### src/rtl/bpc_pkg.sv
// ----------------------------------------------------------------------------
// bpc_pkg: shared types and constants
// Configuration layout, per-button state record and result beat for the
// button press classifier.
// ----------------------------------------------------------------------------
package bpc_pkg;

    localparam int NUM_BUTTONS_DEF = 4;
    localparam int FIELD_BITS      = 4;
    localparam int TIME_W          = 32;
    localparam int MS16_W          = 16;
    localparam int WIN_W           = 22;
    localparam int CNT_W           = 8;
    localparam int CFG_IDX_W       = 3;
    localparam int CFG_DATA_W      = 22;

    typedef enum logic [CFG_IDX_W-1:0] {
        CFG_DEBOUNCE,
        CFG_LONG_PRESS,
        CFG_ACTIVE_LOW,
        CFG_MIN_INTERVAL,
        CFG_WINDOW,
        CFG_MAX_PER_WINDOW
    } t_cfg_idx;

    typedef struct packed {
        logic [MS16_W-1:0] debounce_ms;
        logic [MS16_W-1:0] long_press_ms;
        logic              active_low;
        logic [MS16_W-1:0] min_interval_ms;
        logic [WIN_W-1:0]  window_ms;
        logic [CNT_W-1:0]  max_per_window;
    } t_cfg;

    localparam t_cfg CFG_RESET = '{
        debounce_ms:     16'd50,
        long_press_ms:   16'd2000,
        active_low:      1'b1,
        min_interval_ms: 16'd500,
        window_ms:       22'd60000,
        max_per_window:  8'd10
    };

    typedef struct packed {
        logic              prev_raw;
        logic              stable;
        logic              press_active;
        logic              long_done;
        logic [TIME_W-1:0] change_time;
        logic [TIME_W-1:0] press_begin;
        logic [TIME_W-1:0] last_accept;
        logic [TIME_W-1:0] window_begin;
        logic [CNT_W-1:0]  window_count;
    } t_btn_state;

    // idle level follows the polarity in force at reset (active low)
    localparam t_btn_state BTN_RESET = '{
        prev_raw:     1'b1,
        stable:       1'b1,
        press_active: 1'b0,
        long_done:    1'b0,
        change_time:  '0,
        press_begin:  '0,
        last_accept:  '0,
        window_begin: '0,
        window_count: '0
    };

    typedef struct packed {
        logic deb_ok;
        logic hold_short;
        logic long_zero;
        logic int_fail;
        logic win_exp;
        logic cnt_full;
        logic max_zero;
    } t_flags;

    typedef struct packed {
        logic [FIELD_BITS-1:0] short_fire;
        logic [FIELD_BITS-1:0] long_fire;
        logic [FIELD_BITS-1:0] suppressed;
        logic [FIELD_BITS-1:0] held;
    } t_result;

endpackage

### src/rtl/bpc_ram.sv
// ----------------------------------------------------------------------------
// bpc_ram: generic single-clock RAM
// One write port, one read port, registered read data.
// ----------------------------------------------------------------------------
module bpc_ram #(
    parameter int WIDTH = 8,
    parameter int DEPTH = 4,
    parameter int AW    = (DEPTH > 1) ? $clog2(DEPTH) : 1
) (
    input  logic             i_clk,
    input  logic             i_wr_en,
    input  logic [AW-1:0]    i_wr_addr,
    input  logic [WIDTH-1:0] i_wr_data,
    input  logic             i_rd_en,
    input  logic [AW-1:0]    i_rd_addr,
    output logic [WIDTH-1:0] o_rd_data
);

    logic [WIDTH-1:0] r_mem [DEPTH];
    logic [WIDTH-1:0] r_rd_data;

    always_ff @(posedge i_clk) begin
        if (i_wr_en) begin
            r_mem[i_wr_addr] <= i_wr_data;
        end
        if (i_rd_en) begin
            r_rd_data <= r_mem[i_rd_addr];
        end
    end

    assign o_rd_data = r_rd_data;

endmodule

### src/rtl/bpc_pipe.sv
// ----------------------------------------------------------------------------
// bpc_pipe: per-button read-modify-write pipeline
// Walks the buttons of one sample through the state RAM: read, compute time
// differences, then debounce / press / limiter decisions and write back.
// ----------------------------------------------------------------------------
module bpc_pipe
    import bpc_pkg::*;
#(
    parameter int NUM_BUTTONS = NUM_BUTTONS_DEF
) (
    input  logic                  i_clk,
    input  logic                  i_rst_n,
    input  t_cfg                  i_cfg,
    input  logic                  i_start,
    input  logic [TIME_W-1:0]     i_now_ms,
    input  logic [FIELD_BITS-1:0] i_levels,
    output logic                  o_free,
    output logic                  o_push,
    output t_result               o_result
);

    localparam int BW = (NUM_BUTTONS > 1) ? $clog2(NUM_BUTTONS) : 1;
    localparam logic [BW-1:0] LAST_B = BW'(NUM_BUTTONS - 1);

    // issue stage
    logic                  r_busy;
    logic [BW-1:0]         r_b;
    logic [TIME_W-1:0]     r_now;
    logic [FIELD_BITS-1:0] r_levels;
    logic                  issue_hit;
    logic                  issue_go;
    logic                  issue_last;
    logic                  issue_raw;

    // read stage
    logic                  r_s1_v;
    logic [BW-1:0]         r_s1_b;
    logic [TIME_W-1:0]     r_s1_now;
    logic                  r_s1_raw;
    logic                  r_s1_last;
    logic                  r_s1_init;
    logic [$bits(t_btn_state)-1:0] ram_rdata;
    t_btn_state            st1;
    t_flags                fl1;
    logic                  raw_chg;

    // update stage
    logic                  r_s2_v;
    logic [BW-1:0]         r_s2_b;
    logic [TIME_W-1:0]     r_s2_now;
    logic                  r_s2_raw;
    logic                  r_s2_last;
    t_btn_state            r_s2_st;
    t_flags                r_s2_fl;
    t_btn_state            st2;
    logic                  pressed;
    logic                  fresh;
    logic                  ev_short;
    logic                  ev_long;
    logic                  ev_ok;
    t_result               cur;
    t_result               r_acc;

    logic [NUM_BUTTONS-1:0] r_valid;

    // interlock: entry still in flight in a later stage
    assign issue_hit  = (r_s1_v && (r_s1_b == r_b)) || (r_s2_v && (r_s2_b == r_b));
    assign issue_go   = r_busy && !issue_hit;
    assign issue_last = (r_b == LAST_B);
    assign o_free     = !r_busy || (issue_go && issue_last);

    always_comb begin
        issue_raw = 1'b0;
        for (int i = 0; i < FIELD_BITS; i++) begin
            if (int'(r_b) == i) begin
                issue_raw = r_levels[i];
            end
        end
    end

    always_ff @(posedge i_clk) begin
        if (!i_rst_n) begin
            r_busy <= 1'b0;
            r_b    <= '0;
        end else if (i_start) begin
            r_busy <= 1'b1;
            r_b    <= '0;
        end else if (issue_go && issue_last) begin
            r_busy <= 1'b0;
        end else if (issue_go) begin
            r_b <= r_b + BW'(1);
        end
    end

    always_ff @(posedge i_clk) begin
        if (i_start) begin
            r_now    <= i_now_ms;
            r_levels <= i_levels;
        end
    end

    bpc_ram #(
        .WIDTH ($bits(t_btn_state)),
        .DEPTH (NUM_BUTTONS),
        .AW    (BW)
    ) u_state_ram (
        .i_clk     (i_clk),
        .i_wr_en   (r_s2_v),
        .i_wr_addr (r_s2_b),
        .i_wr_data (st2),
        .i_rd_en   (issue_go),
        .i_rd_addr (r_b),
        .o_rd_data (ram_rdata)
    );

    always_ff @(posedge i_clk) begin
        if (!i_rst_n) begin
            r_s1_v <= 1'b0;
        end else begin
            r_s1_v <= issue_go;
        end
    end

    always_ff @(posedge i_clk) begin
        if (issue_go) begin
            r_s1_b    <= r_b;
            r_s1_now  <= r_now;
            r_s1_raw  <= issue_raw;
            r_s1_last <= issue_last;
            r_s1_init <= r_valid[r_b];
        end
    end

    // read stage: time differences and compares
    always_comb begin
        st1     = r_s1_init ? t_btn_state'(ram_rdata) : BTN_RESET;
        raw_chg = (r_s1_raw != st1.prev_raw);
        fl1.deb_ok     = !raw_chg &&
                         ((r_s1_now - st1.change_time) > TIME_W'(i_cfg.debounce_ms));
        fl1.hold_short = (r_s1_now - st1.press_begin) < TIME_W'(i_cfg.long_press_ms);
        fl1.long_zero  = (i_cfg.long_press_ms == '0);
        fl1.int_fail   = (r_s1_now - st1.last_accept) < TIME_W'(i_cfg.min_interval_ms);
        fl1.win_exp    = (r_s1_now - st1.window_begin) >= TIME_W'(i_cfg.window_ms);
        fl1.cnt_full   = (st1.window_count >= i_cfg.max_per_window);
        fl1.max_zero   = (i_cfg.max_per_window == '0);
        if (raw_chg) begin
            st1.change_time = r_s1_now;
        end
        st1.prev_raw = r_s1_raw;
    end

    always_ff @(posedge i_clk) begin
        if (!i_rst_n) begin
            r_s2_v <= 1'b0;
        end else begin
            r_s2_v <= r_s1_v;
        end
    end

    always_ff @(posedge i_clk) begin
        if (r_s1_v) begin
            r_s2_b    <= r_s1_b;
            r_s2_now  <= r_s1_now;
            r_s2_raw  <= r_s1_raw;
            r_s2_last <= r_s1_last;
            r_s2_st   <= st1;
            r_s2_fl   <= fl1;
        end
    end

    // update stage: debounce, press tracking, limiter
    always_comb begin
        st2      = r_s2_st;
        pressed  = r_s2_raw ^ i_cfg.active_low;
        fresh    = 1'b0;
        ev_short = 1'b0;
        ev_long  = 1'b0;
        ev_ok    = 1'b0;
        cur      = '0;
        if (r_s2_fl.deb_ok && (r_s2_raw != r_s2_st.stable)) begin
            st2.stable = r_s2_raw;
            if (pressed && !r_s2_st.press_active) begin
                st2.press_active = 1'b1;
                st2.long_done    = 1'b0;
                st2.press_begin  = r_s2_now;
                fresh            = 1'b1;
            end else if (!pressed && r_s2_st.press_active) begin
                st2.press_active = 1'b0;
                if (!r_s2_st.long_done && r_s2_fl.hold_short) begin
                    ev_short = 1'b1;
                end
            end
        end
        if (st2.press_active && !st2.long_done &&
            (fresh ? r_s2_fl.long_zero : !r_s2_fl.hold_short)) begin
            st2.long_done = 1'b1;
            ev_long       = 1'b1;
        end
        if ((ev_short || ev_long) && !r_s2_fl.int_fail) begin
            if (r_s2_fl.win_exp) begin
                st2.window_begin = r_s2_now;
                st2.window_count = '0;
            end
            if (!(r_s2_fl.win_exp ? r_s2_fl.max_zero : r_s2_fl.cnt_full)) begin
                st2.last_accept  = r_s2_now;
                st2.window_count = st2.window_count + CNT_W'(1);
                ev_ok            = 1'b1;
            end
        end
        for (int i = 0; i < FIELD_BITS; i++) begin
            if (int'(r_s2_b) == i) begin
                cur.short_fire[i] = ev_short && ev_ok;
                cur.long_fire[i]  = ev_long && ev_ok;
                cur.suppressed[i] = (ev_short || ev_long) && !ev_ok;
                cur.held[i]       = st2.press_active;
            end
        end
    end

    always_ff @(posedge i_clk) begin
        if (!i_rst_n) begin
            r_valid <= '0;
            r_acc   <= '0;
        end else if (r_s2_v) begin
            r_valid[r_s2_b] <= 1'b1;
            r_acc           <= r_s2_last ? t_result'('0) : t_result'(r_acc | cur);
        end
    end

    assign o_push   = r_s2_v && r_s2_last;
    assign o_result = t_result'(r_acc | cur);

    a_stage_distinct: assert property (@(posedge i_clk) disable iff (!i_rst_n)
        (r_s1_v && r_s2_v) |-> (r_s1_b != r_s2_b))
        else $error("read and update stages hold the same button");

    a_valid_after_write: assert property (@(posedge i_clk) disable iff (!i_rst_n)
        r_s2_v |=> r_valid[$past(r_s2_b)])
        else $error("entry not marked valid after write back");

endmodule

### src/rtl/bpc_outq.sv
// ----------------------------------------------------------------------------
// bpc_outq: two-entry result queue
// Holds finished result beats so the pipeline keeps running while the
// receiver stalls.
// ----------------------------------------------------------------------------
module bpc_outq
    import bpc_pkg::*;
(
    input  logic    i_clk,
    input  logic    i_rst_n,
    input  logic    i_push,
    input  t_result i_data,
    output logic    o_valid,
    input  logic    i_ready,
    output t_result o_data
);

    t_result    r_mem [2];
    logic       r_wp;
    logic       r_rp;
    logic [1:0] r_cnt;
    logic       pop;

    assign o_valid = (r_cnt != 2'd0);
    assign o_data  = r_mem[r_rp];
    assign pop     = o_valid && i_ready;

    always_ff @(posedge i_clk) begin
        if (!i_rst_n) begin
            r_wp  <= 1'b0;
            r_rp  <= 1'b0;
            r_cnt <= 2'd0;
        end else begin
            if (i_push) begin
                r_wp <= ~r_wp;
            end
            if (pop) begin
                r_rp <= ~r_rp;
            end
            if (i_push && !pop) begin
                r_cnt <= r_cnt + 2'd1;
            end else if (!i_push && pop) begin
                r_cnt <= r_cnt - 2'd1;
            end
        end
    end

    always_ff @(posedge i_clk) begin
        if (i_push) begin
            r_mem[r_wp] <= i_data;
        end
    end

    a_no_overflow: assert property (@(posedge i_clk) disable iff (!i_rst_n)
        (r_cnt == 2'd2) |-> !i_push)
        else $error("result pushed into full queue");

endmodule

### src/rtl/button_press_classifier_top.sv
// ----------------------------------------------------------------------------
// button_press_classifier_top: debounce, short/long press and rate limiter
// Input beat: i_now_ms and i_button_levels, taken on i_in_valid & o_in_ready.
// Output beat: one per input beat with o_short_fire, o_long_fire,
// o_suppressed and o_held, taken on o_out_valid & i_out_ready.
// Config beat: i_cfg_index / i_cfg_data on i_cfg_valid & o_cfg_ready; the
// port is always ready, unknown indexes are dropped. Write only when idle.
// Per-button state lives in one RAM; the pipeline issues a read for one
// button a cycle unless the same-button interlock holds it, computes time
// differences in the read stage and writes back from the update stage.
// A new input beat is taken once the last button of the previous one has
// issued; the single RAM read port, the interlock and the two-beat
// outstanding limit set the input rate.
// Reset: config to defaults, all buttons idle, no beats in flight; the RAM
// needs no clearing, per-entry valid bits supply the idle state.
// Stall: up to two results queue; input is held off once two beats are
// outstanding, and nothing is dropped.
// ----------------------------------------------------------------------------
module button_press_classifier_top
    import bpc_pkg::*;
#(
    parameter int NUM_BUTTONS = NUM_BUTTONS_DEF
) (
    input  logic                  i_clk,
    input  logic                  i_rst_n,
    input  logic                  i_in_valid,
    output logic                  o_in_ready,
    input  logic [TIME_W-1:0]     i_now_ms,
    input  logic [FIELD_BITS-1:0] i_button_levels,
    output logic                  o_out_valid,
    input  logic                  i_out_ready,
    output logic [FIELD_BITS-1:0] o_short_fire,
    output logic [FIELD_BITS-1:0] o_long_fire,
    output logic [FIELD_BITS-1:0] o_suppressed,
    output logic [FIELD_BITS-1:0] o_held,
    input  logic                  i_cfg_valid,
    output logic                  o_cfg_ready,
    input  logic [CFG_IDX_W-1:0]  i_cfg_index,
    input  logic [CFG_DATA_W-1:0] i_cfg_data
);

    t_cfg       r_cfg;
    logic [1:0] r_outst;
    logic       pipe_free;
    logic       in_fire;
    logic       out_fire;
    logic       push;
    t_result    push_data;
    t_result    out_data;

    assign o_cfg_ready = 1'b1;
    assign o_in_ready  = pipe_free && (r_outst != 2'd2);
    assign in_fire     = i_in_valid && o_in_ready;
    assign out_fire    = o_out_valid && i_out_ready;

    always_ff @(posedge i_clk) begin
        if (!i_rst_n) begin
            r_cfg <= CFG_RESET;
        end else if (i_cfg_valid) begin
            case (t_cfg_idx'(i_cfg_index))
                CFG_DEBOUNCE:       r_cfg.debounce_ms     <= i_cfg_data[MS16_W-1:0];
                CFG_LONG_PRESS:     r_cfg.long_press_ms   <= i_cfg_data[MS16_W-1:0];
                CFG_ACTIVE_LOW:     r_cfg.active_low      <= i_cfg_data[0];
                CFG_MIN_INTERVAL:   r_cfg.min_interval_ms <= i_cfg_data[MS16_W-1:0];
                CFG_WINDOW:         r_cfg.window_ms       <= i_cfg_data[WIN_W-1:0];
                CFG_MAX_PER_WINDOW: r_cfg.max_per_window  <= i_cfg_data[CNT_W-1:0];
                default: begin
                end
            endcase
        end
    end

    always_ff @(posedge i_clk) begin
        if (!i_rst_n) begin
            r_outst <= 2'd0;
        end else if (in_fire && !out_fire) begin
            r_outst <= r_outst + 2'd1;
        end else if (!in_fire && out_fire) begin
            r_outst <= r_outst - 2'd1;
        end
    end

    bpc_pipe #(
        .NUM_BUTTONS (NUM_BUTTONS)
    ) u_pipe (
        .i_clk    (i_clk),
        .i_rst_n  (i_rst_n),
        .i_cfg    (r_cfg),
        .i_start  (in_fire),
        .i_now_ms (i_now_ms),
        .i_levels (i_button_levels),
        .o_free   (pipe_free),
        .o_push   (push),
        .o_result (push_data)
    );

    bpc_outq u_outq (
        .i_clk   (i_clk),
        .i_rst_n (i_rst_n),
        .i_push  (push),
        .i_data  (push_data),
        .o_valid (o_out_valid),
        .i_ready (i_out_ready),
        .o_data  (out_data)
    );

    assign o_short_fire = out_data.short_fire;
    assign o_long_fire  = out_data.long_fire;
    assign o_suppressed = out_data.suppressed;
    assign o_held       = out_data.held;

    a_outst_bound: assert property (@(posedge i_clk) disable iff (!i_rst_n)
        (r_outst == 2'd0) |-> !o_out_valid)
        else $error("result beat with no input beat outstanding");

endmodule

### config.mk
export PLATFORM = sky130hd
export DESIGN_NAME = button_press_classifier_top
export DESIGN_NICKNAME = d
export VERILOG_FILES = /design/src/rtl/bpc_pkg.sv /design/src/rtl/bpc_ram.sv /design/src/rtl/bpc_pipe.sv /design/src/rtl/bpc_outq.sv /design/src/rtl/button_press_classifier_top.sv
export SDC_FILE = /design/constraint.sdc
export NUM_CORES = 2
export LEC_CHECK = 0
export ABC_AREA = 1
export BUFFER_PORTS_ARGS = -buffer_cell sky130_fd_sc_hd__buf_4
export CORE_ASPECT_RATIO = 1.25
export CORE_MARGIN = 1
export CORE_UTILIZATION = 29
export CTS_CLUSTER_SIZE = 12
export DETAILED_ROUTE_END_ITERATION = 7
export PLACE_DENSITY_LB_ADDON = 0.12
export SYNTH_ARGS = -nofsm -noshare
export SYNTH_HDL_FRONTEND = slang
export SYNTH_SLANG_ARGS = --single-unit
### constraint.sdc
create_clock -name i_clk -period 16.56 [get_ports i_clk]
set_clock_uncertainty 0.15 [all_clocks]
set_input_delay 1.656 -clock i_clk [delete_from_list [all_inputs] [get_ports i_clk]]
set_output_delay 1.656 -clock i_clk [all_outputs]
set_load 0.02 [all_outputs]
==> results.sh <==
export IMPL_status="complete, no violations"
export IMPL_crit_required_ps=16910
export IMPL_drc_errors=0
export IMPL_post_cts_resized=0
export IMPL_syn_num_nets=5281
export IMPL_first_pass_iters=8
export IMPL_end_kind="flip-flop"
export IMPL_final_nets=5371
export IMPL_min_period_over_period_pct=32.0
export IMPL_switching_power_mw=2.62
export IMPL_fin_crit_ps=5300
export IMPL_synth_edf_count=987
export IMPL_core_area_um2=174000
export IMPL_h_tree_depth=3
export IMPL_cp_depth=27
export IMPL_r2r_start="u_pipe.r_s1_init"
export IMPL_design_area_um2=58100
export IMPL_synth_area_per_cell_um2=10.2
export IMPL_hold_depth=0
export IMPL_p_int_mw=5.36
export IMPL_cap_violations=0
export IMPL_num_rows=171
export IMPL_r2r_end="u_pipe.r_s2_fl[6]"
export IMPL_grt_pass1_vias=34887
export IMPL_synth_yosys_seq_area_share_pct=62.5
export IMPL_synth_cell_types=48
export IMPL_final_cell_mix="nand2_1, edfxtp_1, inv_1"
export IMPL_hpwl_mm=107
export IMPL_startpoint="u_pipe.r_s1_init"
export IMPL_hold_path_class="flip-flop to flip-flop"
export IMPL_port_buffer_count=83
export IMPL_grt_pass1_wl_mm=236
export IMPL_hold_violations=0
export IMPL_max_vdd_ir_drop_mv=0.0834
export IMPL_synth_main_ff_cell="edfxtp_1"
export IMPL_critPathSlowestCell="buf_4"
export IMPL_clock_latency_ps=780
export IMPL_wl_per_cell_um=21.5
export IMPL_cp_arrival_ps=5650
export IMPL_syn_inst=5003
export IMPL_pin_count=85
export IMPL_rsz0062_at_grt="false"
export IMPL_clk_pin_slew_ps=60
export IMPL_clock_root_buffer="clkbuf_16"
export IMPL_setup_viol=0
export IMPL_cts_path_max_buffers=3
export IMPL_fmax_mhz=189
export IMPL_vias=35610
export IMPL_cts_sinks=1098
export IMPL_overflow=0
export IMPL_combPwrFrac_pct=24.7
export IMPL_critPathMostFrequentCell="nand2_1"
export IMPL_relSlewSlack_pct=35.1
export IMPL_die_height_um=471
export IMPL_synth_area_leaders="edfxtp_1, nand2_1, o21ai_0"
export IMPL_start_util_pct=29.3
export IMPL_postLayoutCoreUtil_pct=33.4
export IMPL_globalplace_congestion=0.925
export IMPL_drt_iter0_drc=2788
export IMPL_p_seq_share_pct=42.7
export IMPL_start_kind="flip-flop"
export IMPL_die_w_um=377
export IMPL_antenna_found_initial=9
export IMPL_placed_area_um2=54400
export IMPL_post_cts_buffers=0
export IMPL_tightestPinTransition_ps=970
export IMPL_syn_to_final_growth_pct=14.0
export IMPL_power_density_nw_per_um2=137
export IMPL_reg2reg_setup_slack_ps=11260
export IMPL_routed_via_density=4.73
export IMPL_yosys_register_bits=1098
export IMPL_ys_async_sr_fraction_pct=0
export IMPL_antenna_left=0
export IMPL_timing_setup_tns_ps=0
export IMPL_p_clk_share_pct=32.6
export IMPL_dieArea_um2=177000
export IMPL_path_delay_family="simple AND/OR/NAND/NOR gates"
export IMPL_slowest_delay_ps=710
export IMPL_worstPathBufferInverterCount=4
export IMPL_grt_start_max_net_pins=158
export IMPL_cp_max_fo=45
export IMPL_netlist_area_um2=51000
export IMPL_cts_buffers=118
export IMPL_layout_commonest_cell="nand2_1"
export IMPL_ys_warn_count=0
export IMPL_p_sw_share_pct=32.8
export IMPL_netlist_area_leader_share_pct=58.2
export IMPL_p_leak_nw=23.0
export IMPL_tritoncts="built"
export IMPL_final_max_slew_viol_count=0
export IMPL_routed_wirelength_mm=162
export IMPL_endpoint="u_pipe.r_s2_fl[6]"
export IMPL_drive_gt1_share_pct=6.48
export IMPL_r2r_cells=27
export IMPL_crit_type="flip-flop to flip-flop"
export IMPL_synth_top_area_cell="edfxtp_1"
export IMPL_holdBufCountCts=0
export IMPL_grtUsageTotal_pct=18.2
-- power by group through the flow --
stage | clock (mW) | combinational, mW | sequential, mW
after floorplan | 0 | 1.32 | 3.42
after global placement | 0 | 1.98 | 3.46
after detailed placement | 0 | 1.98 | 3.46
after CTS | 2.68 | 1.99 | 3.41
after global routing | 2.78 | 2.23 | 3.42
final | 2.60 | 1.97 | 3.40
-- metrics by stage --
step                      total power [mW]  cells  worst slack (ps)  hold WS (ps)
after CTS                             8.07   7524             11100           264
after detailed placement              5.44   7308             11240           255
after floorplan                       4.74   5003              8540           250
final                                 7.97   7526             11260           262
after global placement                5.45   7308             11310           250
after global routing                  8.43   7525             10760           271
-- sequential cells by signal, summed over array words and instances, names as in the netlist, 16 cells and up, named ones only --
| name | count |
|---|---|
| u_pipe.r_s1_now | 32 |
| u_pipe.r_now | 32 |
| u_pipe.u_state_ram.o_rd_data | 140 |
| u_outq.r_mem | 32 |
| r_cfg | 79 |
| u_pipe.r_s2_st | 140 |
| u_pipe.r_s2_now | 32 |
| u_pipe.u_state_ram.r_mem | 560 |
| u_pipe.r_acc | 16 |
-- cells by family (layout without fill, tap and decap cells) --
kind of cell	count (synthesis)	count (layout)	synth area share, %
flops	1098	1098	62.5
simple gates	1842	1842	14.4
fa+ha+maj	212	212	5.26
xor+xnor	80	80	1.38
other cells	1	3	0.00736
compound gates	992	992	10.4
buf+inv	761	947	5.67
mux	17	17	0.376
-- layout make-up --
type | instances | area (um2)
fillers | 17898 | 116000
flip-flops and latches | 1098 | 31900
multi-input cells | 3144 | 16300
clock buffers | 160 | 3230
well taps | 2335 | 2920
inverters | 600 | 2270
repair buffers | 131 | 1030
clock inverters | 56 | 509
diodes | 2 | 5.00
-- cell usage after synthesis, drive strengths merged, types with 17 or more instances --
cell / count
nand4: 38
nor2: 545
a21oi: 236
o21bai: 18
nand3: 138
clkbuf: 141
ha: 208
nand2: 1070
buf: 20
mux2: 17
o22ai: 141
edfxtp: 987
inv: 595
nor3: 26
o211ai: 18
dfxtp: 111
xor2: 69
o21ai: 556
-- worst min-delay path by stage --
stage / startpoint / end / slack [ps]
final: u_pipe.r_now[21] / u_pipe.r_s1_now[21] / 260
after global routing: u_pipe.r_now[31] / u_pipe.r_s1_now[31] / 270
after CTS: u_pipe.r_now[21] / u_pipe.r_s1_now[21] / 260
after detailed placement: u_pipe.r_now[28] / u_pipe.r_s1_now[28] / 250
after global placement: u_pipe.r_now[7] / u_pipe.r_s1_now[7] / 250
after floorplan: u_pipe.r_now[0] / u_pipe.r_s1_now[0] / 250
-- layer usage --
| metal | wire [um] | part of all wire [%] | GRT usage [%] | vias to the layer above |
|---|---|---|---|---|
| li1 | - | - | - | 17338 |
| met1 | 73800 | 46 | 24.3 | 17255 |
| met2 | 75500 | 47 | 29.7 | 817 |
| met3 | 7200 | 4.4 | 2.52 | 196 |
| met4 | 5650 | 3.5 | 6.87 | 4 |
| met5 | 29 | 0.018 | 0 | - |
Power figures use the tool's default switching activity.
